$ cat src/rtl/core/bas_pkg.sv
package bas_pkg;

    localparam int DATA_W = 32;

    // s_tuser kind codes
    localparam logic KIND_SAMPLE = 1'b0;
    localparam logic KIND_TICK   = 1'b1;

    // config register indexes
    localparam logic [1:0] CFG_INPUT_OFFSET  = 2'd0;
    localparam logic [1:0] CFG_OUTPUT_OFFSET = 2'd1;
    localparam logic [1:0] CFG_GAIN          = 2'd2;

    localparam logic signed [DATA_W-1:0] GAIN_RESET = 32'sd65536;   // 1.0 in Q16.16

    typedef enum logic [2:0] {
        ST_IDLE,
        ST_DIV,
        ST_DIFF,
        ST_MUL,
        ST_FIN
    } state_t;

    typedef struct packed {
        logic busy;
        logic done;
    } div_stat_t;

endpackage

$ cat src/rtl/core/bas_div.sv
// Restoring unsigned divider, one quotient bit per cycle.
module bas_div #(
    parameter int SUM_W = 48,
    parameter int CNT_W = 16
) (
    input  logic                     aclk,
    input  logic                     aresetn,
    input  logic                     start,
    input  logic [SUM_W-1:0]         num,
    input  logic [CNT_W-1:0]         den,
    output logic [SUM_W-1:0]         quot,
    output bas_pkg::div_stat_t       stat
);

    localparam int CW = $clog2(SUM_W + 1);

    logic [SUM_W-1:0] num_reg, num_next;
    logic [CNT_W-1:0] rem_reg, rem_next;
    logic [CNT_W-1:0] den_reg;
    logic [CW-1:0]    cnt_reg, cnt_next;
    logic             busy_reg, busy_next;
    logic             done_reg, done_next;

    logic [CNT_W:0]   trial;
    logic [CNT_W:0]   trial_sub;
    logic             ge;

    assign trial     = {rem_reg, num_reg[SUM_W-1]};
    assign trial_sub = trial - {1'b0, den_reg};
    assign ge        = (trial >= {1'b0, den_reg});

    always_comb begin
        num_next  = num_reg;
        rem_next  = rem_reg;
        cnt_next  = cnt_reg;
        busy_next = busy_reg;
        done_next = 1'b0;
        if (start) begin
            num_next  = num;
            rem_next  = '0;
            cnt_next  = CW'(SUM_W);
            busy_next = 1'b1;
        end else if (busy_reg) begin
            num_next = {num_reg[SUM_W-2:0], ge};
            rem_next = ge ? trial_sub[CNT_W-1:0] : trial[CNT_W-1:0];
            cnt_next = cnt_reg - 1'b1;
            if (cnt_reg == CW'(1)) begin
                busy_next = 1'b0;
                done_next = 1'b1;
            end
        end
    end

    always_ff @(posedge aclk) begin
        if (!aresetn) begin
            busy_reg <= 1'b0;
            done_reg <= 1'b0;
            cnt_reg  <= '0;
        end else begin
            busy_reg <= busy_next;
            done_reg <= done_next;
            cnt_reg  <= cnt_next;
        end
        num_reg <= num_next;
        rem_reg <= rem_next;
        if (start) begin
            den_reg <= den;
        end
    end

    assign quot      = num_reg;
    assign stat.busy = busy_reg;
    assign stat.done = done_reg;

    a_start_idle: assert property (@(posedge aclk) disable iff (!aresetn)
        start |-> !busy_reg)
        else $error("divider restarted while busy");

    a_busy_cnt: assert property (@(posedge aclk) disable iff (!aresetn)
        busy_reg |-> cnt_reg != '0)
        else $error("divider busy with zero step count");

    a_done_end: assert property (@(posedge aclk) disable iff (!aresetn)
        done_reg |-> !busy_reg && $past(busy_reg))
        else $error("divider done without finishing a run");

endmodule

$ cat src/rtl/core/block_average_scale_offset.sv
// Channel | Dir | tdata                   | tuser (bit 0 up)       | Handshake
// s_      | in  | [31:0] sample_value     | [0] kind (1 = tick)    | s_tvalid/s_tready
// m_      | out | [31:0] result_value     | [0] was_empty,         | m_tvalid/m_tready
//         |     |                         | [1] saturated          |
// cfg_    | in  | cfg_index[1:0], cfg_data[31:0]                   | cfg_valid/cfg_ready
//
// Samples are taken back to back while no tick is in flight. A tick runs the
// bit-serial divider, then the difference and product steps; an empty tick skips
// them. s_tready is low while a tick is in flight.
// One result register: the next samples are taken while a result waits.
// Reset (aresetn, synchronous) clears sum, count, drop flag, registers, handshake.
module block_average_scale_offset #(
    parameter int COUNT_BITS = 16,
    parameter int FRAC_BITS  = 16
) (
    input  logic        aclk,
    input  logic        aresetn,

    input  logic        s_tvalid,
    output logic        s_tready,
    input  logic [31:0] s_tdata,    // [31:0] sample_value
    input  logic [0:0]  s_tuser,    // [0] kind

    output logic        m_tvalid,
    input  logic        m_tready,
    output logic [31:0] m_tdata,    // [31:0] result_value
    output logic [1:0]  m_tuser,    // [0] was_empty, [1] saturated

    input  logic        cfg_valid,
    output logic        cfg_ready,
    input  logic [1:0]  cfg_index,
    input  logic [31:0] cfg_data
);

    localparam int DW    = bas_pkg::DATA_W;
    localparam int SUM_W = DW + COUNT_BITS;
    localparam int PW    = 2 * DW + 1;       // product width
    localparam int TW    = 43;               // clamped value plus offset
    localparam logic [COUNT_BITS-1:0] FULL = {COUNT_BITS{1'b1}};
    localparam logic signed [PW-1:0] LIM_HI = PW'(1) <<< 40;
    localparam logic signed [PW-1:0] LIM_LO = -LIM_HI;
    localparam logic signed [TW-1:0] SAT_HI = TW'(32'sh7FFF_FFFF);
    localparam logic signed [TW-1:0] SAT_LO = -TW'(33'sh0_8000_0000);

    bas_pkg::state_t state_reg, state_next;

    // configuration
    logic signed [DW-1:0] ioff_reg, ooff_reg, gain_reg;

    // accumulator
    logic signed [SUM_W-1:0]  sum_reg;
    logic [COUNT_BITS-1:0]    count_reg;
    logic                     dropped_reg;

    // per-tick working registers
    logic                     neg_reg;
    logic                     empty_reg;
    logic                     drop_snap_reg;
    logic signed [DW:0]       diff_reg;
    logic signed [PW-1:0]     prod_reg;

    // result register
    logic                     m_tvalid_reg, m_tvalid_next;
    logic [DW-1:0]            m_data_reg;
    logic [1:0]               m_user_reg;

    logic                     s_acc, take_sample, take_tick, is_empty, out_free, load_out;
    logic [SUM_W-1:0]         sum_mag;
    logic [SUM_W-1:0]         quot;
    bas_pkg::div_stat_t       div_stat;
    logic                     div_start;

    logic signed [DW:0]       mean;
    logic signed [DW:0]       diff_next;
    logic signed [PW-1:0]     prod_next;
    logic signed [PW-1:0]     q;
    logic signed [TW-1:0]     tot;
    logic                     q_hi, q_lo, pos_sat, neg_sat;
    logic [DW-1:0]            res_val;
    logic                     res_sat;

    assign cfg_ready = 1'b1;
    assign s_tready  = (state_reg == bas_pkg::ST_IDLE);
    assign s_acc     = s_tvalid && s_tready;
    assign take_sample = s_acc && (s_tuser[0] == bas_pkg::KIND_SAMPLE);
    assign take_tick   = s_acc && (s_tuser[0] == bas_pkg::KIND_TICK);
    assign is_empty    = (count_reg == '0);
    assign out_free    = !m_tvalid_reg || m_tready;
    assign load_out    = (state_reg == bas_pkg::ST_FIN) && out_free;

    // divider gets |sum| / count; the sign is put back afterwards
    assign sum_mag   = sum_reg[SUM_W-1] ? SUM_W'(-sum_reg) : SUM_W'(sum_reg);
    assign div_start = take_tick && !is_empty;

    bas_div #(
        .SUM_W (SUM_W),
        .CNT_W (COUNT_BITS)
    ) u_div (
        .aclk    (aclk),
        .aresetn (aresetn),
        .start   (div_start),
        .num     (sum_mag),
        .den     (count_reg),
        .quot    (quot),
        .stat    (div_stat)
    );

    // mean truncated toward zero, then offset-corrected (exact in 33 bits)
    assign mean      = neg_reg ? -$signed(quot[DW:0]) : $signed(quot[DW:0]);
    assign diff_next = mean - {ioff_reg[DW-1], ioff_reg};
    assign prod_next = $signed({{(DW+1){gain_reg[DW-1]}}, gain_reg})
                     * $signed({{DW{diff_reg[DW]}}, diff_reg});

    // floor shift, clamp, offset, saturate
    assign q       = prod_reg >>> FRAC_BITS;
    assign q_hi    = (q > LIM_HI);
    assign q_lo    = (q < LIM_LO);
    assign tot     = $signed(q[TW-1:0]) + TW'(ooff_reg);
    assign pos_sat = q_hi || (!q_lo && (tot > SAT_HI));
    assign neg_sat = q_lo || (!q_hi && (tot < SAT_LO));

    always_comb begin
        if (empty_reg) begin
            res_val = ooff_reg;
            res_sat = drop_snap_reg;
        end else if (pos_sat) begin
            res_val = 32'h7FFF_FFFF;
            res_sat = 1'b1;
        end else if (neg_sat) begin
            res_val = 32'h8000_0000;
            res_sat = 1'b1;
        end else begin
            res_val = tot[DW-1:0];
            res_sat = drop_snap_reg;
        end
    end

    // sequencer
    always_comb begin
        state_next = state_reg;
        case (state_reg)
            bas_pkg::ST_IDLE: begin
                if (take_tick) begin
                    state_next = is_empty ? bas_pkg::ST_FIN : bas_pkg::ST_DIV;
                end
            end
            bas_pkg::ST_DIV: begin
                if (div_stat.done) begin
                    state_next = bas_pkg::ST_DIFF;
                end
            end
            bas_pkg::ST_DIFF: state_next = bas_pkg::ST_MUL;
            bas_pkg::ST_MUL:  state_next = bas_pkg::ST_FIN;
            bas_pkg::ST_FIN: begin
                if (out_free) begin
                    state_next = bas_pkg::ST_IDLE;
                end
            end
            default: state_next = bas_pkg::ST_IDLE;
        endcase
    end

    always_comb begin
        m_tvalid_next = m_tvalid_reg;
        if (load_out) begin
            m_tvalid_next = 1'b1;
        end else if (m_tready) begin
            m_tvalid_next = 1'b0;
        end
    end

    always_ff @(posedge aclk) begin
        if (!aresetn) begin
            state_reg    <= bas_pkg::ST_IDLE;
            ioff_reg     <= '0;
            ooff_reg     <= '0;
            gain_reg     <= bas_pkg::GAIN_RESET;
            sum_reg      <= '0;
            count_reg    <= '0;
            dropped_reg  <= 1'b0;
            m_tvalid_reg <= 1'b0;
        end else begin
            state_reg    <= state_next;
            m_tvalid_reg <= m_tvalid_next;
            if (cfg_valid && cfg_ready) begin
                case (cfg_index)
                    bas_pkg::CFG_INPUT_OFFSET:  ioff_reg <= cfg_data;
                    bas_pkg::CFG_OUTPUT_OFFSET: ooff_reg <= cfg_data;
                    bas_pkg::CFG_GAIN:          gain_reg <= cfg_data;
                    default: ;
                endcase
            end
            if (take_sample) begin
                if (count_reg == FULL) begin
                    dropped_reg <= 1'b1;
                end else begin
                    sum_reg   <= sum_reg + SUM_W'($signed(s_tdata));
                    count_reg <= count_reg + 1'b1;
                end
            end else if (take_tick) begin
                sum_reg     <= '0;
                count_reg   <= '0;
                dropped_reg <= 1'b0;
            end
        end
    end

    // datapath, no reset needed
    always_ff @(posedge aclk) begin
        if (take_tick) begin
            neg_reg       <= sum_reg[SUM_W-1];
            empty_reg     <= is_empty;
            drop_snap_reg <= dropped_reg;
        end
        if (state_reg == bas_pkg::ST_DIFF) begin
            diff_reg <= diff_next;
        end
        if (state_reg == bas_pkg::ST_MUL) begin
            prod_reg <= prod_next;
        end
        if (load_out) begin
            m_data_reg <= res_val;
            m_user_reg <= {res_sat, empty_reg};
        end
    end

    assign m_tvalid = m_tvalid_reg;
    assign m_tdata  = m_data_reg;
    assign m_tuser  = m_user_reg;

    a_busy_no_ready: assert property (@(posedge aclk) disable iff (!aresetn)
        (state_reg != bas_pkg::ST_IDLE) |-> !s_tready)
        else $error("input ready while a tick is in flight");

    a_drop_full: assert property (@(posedge aclk) disable iff (!aresetn)
        (take_sample && count_reg == FULL) |=> dropped_reg && count_reg == FULL)
        else $error("sample at full count not dropped");

    a_tick_clears: assert property (@(posedge aclk) disable iff (!aresetn)
        take_tick |=> (count_reg == '0) && (sum_reg == '0) && !dropped_reg)
        else $error("tick did not clear the accumulator");

    a_div_done_state: assert property (@(posedge aclk) disable iff (!aresetn)
        div_stat.done |-> state_reg == bas_pkg::ST_DIV)
        else $error("divider finished outside the divide step");

endmodule
$ cat config.mk
export PLATFORM = sky130hd
export DESIGN_NAME = block_average_scale_offset
export DESIGN_NICKNAME = d
export VERILOG_FILES = /design/src/rtl/core/bas_pkg.sv /design/src/rtl/core/bas_div.sv /design/src/rtl/core/block_average_scale_offset.sv
export SDC_FILE = /design/constraint.sdc
export NUM_CORES = 2
export LEC_CHECK = 0
export BUFFER_PORTS_ARGS = -buffer_cell sky130_fd_sc_hd__buf_2
export CAP_MARGIN = 20
export CORE_AREA = 8 8 305 307
export CTS_BUF_LIST = sky130_fd_sc_hd__clkbuf_8
export CTS_CLUSTER_SIZE = 8
export DETAILED_ROUTE_END_ITERATION = 12
export DIE_AREA = 0 0 313 315
export GPL_TIMING_DRIVEN = 0
export PLACE_DENSITY_LB_ADDON = 0.15
export SYNTH_ARGS = -nofsm -noshare
export SYNTH_HDL_FRONTEND = slang
export SYNTH_SLANG_ARGS = --single-unit
export TNS_END_PERCENT = 1
$ cat constraint.sdc
create_clock -name aclk -period 10.5 [get_ports aclk]
set_input_delay 1.05 -clock aclk [delete_from_list [all_inputs] [get_ports aclk]]
set_output_delay 1.05 -clock aclk [all_outputs]
set_load 0.005 [all_outputs]
==> key figures <==
STA
  – Tcrit/Tclk final: 98.65%
  – Max frequency: approximately 97 MHz
  – Final Skew: 0.05201 ns
  – Slew Viols, Final: 0
  – Worst-Margin Slew: ~1.3 ns
  – RSZ-0062 raised after global routing: no
  – Final Setup Violations: 0
  – Relative slew slack: 10.80%
  – Min cycle time layout: 10.36 ns
  – Final Worst Setup Slack: 0.1416 ns
  – Final setup TNS: 0 ns
  – Hold Vio Cnt, Final: 0

Floorplanning
  – I/O pins: 109
  – Row cnt: about 110
  – Die width: 313 µm
  – Die H: 315 µm
  – Die area: 0.09860 mm²
  – Initial Utilization: 66.71%
  – Core ar.: around 0.088 mm²

Clock tree
  – Clk sink count: 372
  – Root buf cell: clkbuf_8
  – TritonCTS Buffers: 61
  – Total number of H-tree levels: 2
  – Worst-Skew Late Latency: 0.69 ns
  – Post-CTS Setup Inserts: 0
  – Maximum clock path buffer count: 3
  – CTS tree: yes
  – Worst-path clk slew: 0.06 ns

Worst setup path
  – CP max-delay cell: clkbuf_1
  – Worst Path Required: between 10 and 15 ns
  – Critical path arrival: 10.79 ns
  – Crit Path Max Fanout: 10
  – Critical path class: flip-flop to flip-flop
  – Crit path top cell by count: fa_1
  – Reg2Reg Depth: 26
  – Reg2reg start: diff_reg[14]
  – Startpoint Class: flip-flop
  – Slowest cell delay on critical path: 1.04 ns
  – RR Endpoint: prod_reg[64]
  – R2R setup slack: about 0.14 ns
  – Setup crit end kind: flip-flop

Yosys
  – Syn Inst Count: approximately 6,300
  – Netlist cell types: between 80 and 90
  – Syn Nets: 7,830
  – Prevailing post-synth register cell: dfxtp_1
  – Post-Syn Area: between 0.05 and 0.06 mm²
  – Post-synth EDFFs: 183
  – Syn avg cell area: 9.289 µm²
  – Register area share after synthesis: 15.81%
  – Synth async-reset ratio: 0%
  – Synthesis Warnings: 0
  – Seq cells post-synth: between 300 and 400

Routing
  – Detailed-route via count: roughly 47,000
  – Met2 WL post-DR: between 80,000 and 90,000 µm
  – Detailed-route vias per instance: 6.124
  – Highest Signal Layer: met5
  – Mean routed wirelength per cell: around 26 µm
  – Antenna-violating nets left: 0
  – First DRT Iteration DRCs: 4,934
  – Drt drc: 0
  – Final WL: 204,100 µm
  – Wl on met1: 70,170 µm
  – Met3 Wirelength: 24,460 µm
  – Pre-antenna DRT Iters: 8

Place
  – Routability-driven placement congestion ratio: 1.065
  – I/O Buffers: 107
  – Dpl hpwl: 166,300 µm
  – Pre-CTS setup slack: 0.3945 ns

Finish
  – Footprint of the multi-input gates: 0.04415 mm²
  – FILL cells: 6,945
  – Reg area: 0.009279 mm²
  – Ratio of cells with drive above 1 in the final layout: 3.994%
  – Max reg flops: 49
  – Nets@finish: 8,021
  – Layout area overhead: 6.128%

Power
  – Int Pwr: 0.004731 W
  – Comb power frac: 62.9%
  – VDD IR max: between 0.0003 and 0.0004 V
  – Sw Share: 46.66%
  – Sw power: 0.004138 W
  – PwrDens: 142.4 mW/mm²
  – Reg power frac: 22.5%
  – Clk network pwr share: 14.6%
  – Static Leak: 28.89 nW

Worst hold path
  – Hold_sp: ioff_reg[23]
  – Hold WC Path Type: flip-flop to flip-flop
  – Min-Delay Endpoint: ioff_reg[23]
  – WHS Path Cells: 2

GRT
  – First-pass GRT wire length: 301,500 µm
  – GRT Util Overall: 41.47%
  – GRT Residual Overflow: 0
  – Antenna violations before repair: 27
  – Largest net degree at the start of global routing: 34
  – Number of global-route vias before repair: 48,893

Status
  – Status: completed

Job
  – MaxCap Viol Count: 0
[power groups by stage]
stage	Combinational (W)	Clock [W]	Sequential, W
5_1_grt	0.00607	0.00137	0.00201
4_1_cts	0.00551	0.00131	0.00199
6_report	0.00558	0.00130	0.00200
3_5_place_dp	0.00545	0	0.00202
3_3_place_gp	0.00532	0	0.00202
2_1_floorplan	0.00373	0	0.00198
[cell usage in the layout (no fill, tap or decap), types with 122 or more instances in the layout]
master	Yosys	final
ha_1	325	325
dfxtp_1	189	189
nor2_1	158	158
inv_1	1088	1119
o21ai_0	197	197
nand2_1	918	917
a21oi_1	161	161
and2_1	561	561
edfxtp_1	183	183
xor2_1	122	122
clkbuf_1	301	298
fa_1	1115	1114
xnor2_1	154	154
[layer usage]
layer | global-route usage, % | up-vias
li1 | - | 20147
met1 | 48.68 | 23277
met2 | 63.49 | 3039
met3 | 13.36 | 966
met4 | 31.48 | 10
met5 | 0.2469 | -
[stage by stage]
stage          utilization, %  instance area [µm²]  hold WS (ns)  power (W)  instances
3_3_place_gp            68.98                60680        0.4519   0.007338       7590
2_1_floorplan               -                58690        0.4090   0.005709       6318
3_5_place_dp            69.15                60830        0.4623   0.007469       7600
4_1_cts                 70.53                62050        0.4703   0.008810       7714
6_report                70.80                62280        0.4713   0.008870       7746
5_1_grt                 70.74                62230        0.5005   0.009447       7726
[how the worst max path moves through the flow]
stage,slack [ns],endpoint,start
global route,0.02,prod_reg[64],gain_reg[17]
CTS,0.36,prod_reg[64],gain_reg[2]
detailed placement,0.39,prod_reg[64],gain_reg[2]
finish,0.14,prod_reg[64],diff_reg[14]
floorplan,2.67,prod_reg[63],diff_reg[32]
global placement,0.48,prod_reg[64],gain_reg[2]
[cell usage after synthesis (113+ instances only)]
library cell | instances | area, µm²
fa_1 | 1115 | 22320
clkbuf_1 | 301 | 1130
a21oi_1 | 161 | 805.8
o21ai_0 | 197 | 986.0
nor2_1 | 158 | 593.1
nand2_1 | 918 | 3446
xor2_1 | 122 | 1069
xnor2_1 | 154 | 1349
and2_1 | 561 | 3510
edfxtp_1 | 183 | 5495
ha_1 | 325 | 4066
a21boi_0 | 113 | 848.3
dfxtp_1 | 189 | 3784
inv_1 | 1088 | 4084
[what timing repair did]
item | CTS | global route
setup endpoints to repair | 0 | 1
resized for setup | 0 | 7
hold buffers | 0 | 0
[worst max-delay path, delay by kind of cell (launching register included)]
family,cells,cell delay (ns)
and+or+nand+nor,1,0.29
AOI/OAI and AO/OA,11,3.21
DFF,1,0.69
adders and majority gates,9,4.41
xor gates and xnor gates,1,0.12
buffers and inverters,4,1.37
[cells by family (layout without fill, tap and decap cells)]
group,after synthesis,after routing,share of synthesized area (%)
xor gates and xnor gates,276,276,4.119
adders and majority gates,1440,1440,44.97
muxes,16,16,0.2750
AOI/OAI and AO/OA,823,823,9.262
buffers and inverters,1400,1642,8.970
DFF,372,372,15.81
other,1,22,0.006390
and+or+nand+nor,1990,1990,16.59
[cell type report]
type	count	share of cell area [%]
Antenna cell	21	0.08438
Buffer	312	1.900
Inverter	1088	6.557
Timing Repair Buffer	128	1.366
Tap cell	1165	2.340
Clock buffer	66	1.459
Clock inverter	48	0.5002
Sequential cell	372	14.90
Multi-Input combinational cell	4546	70.89
Note: power is estimated with default switching activity, not from simulation.
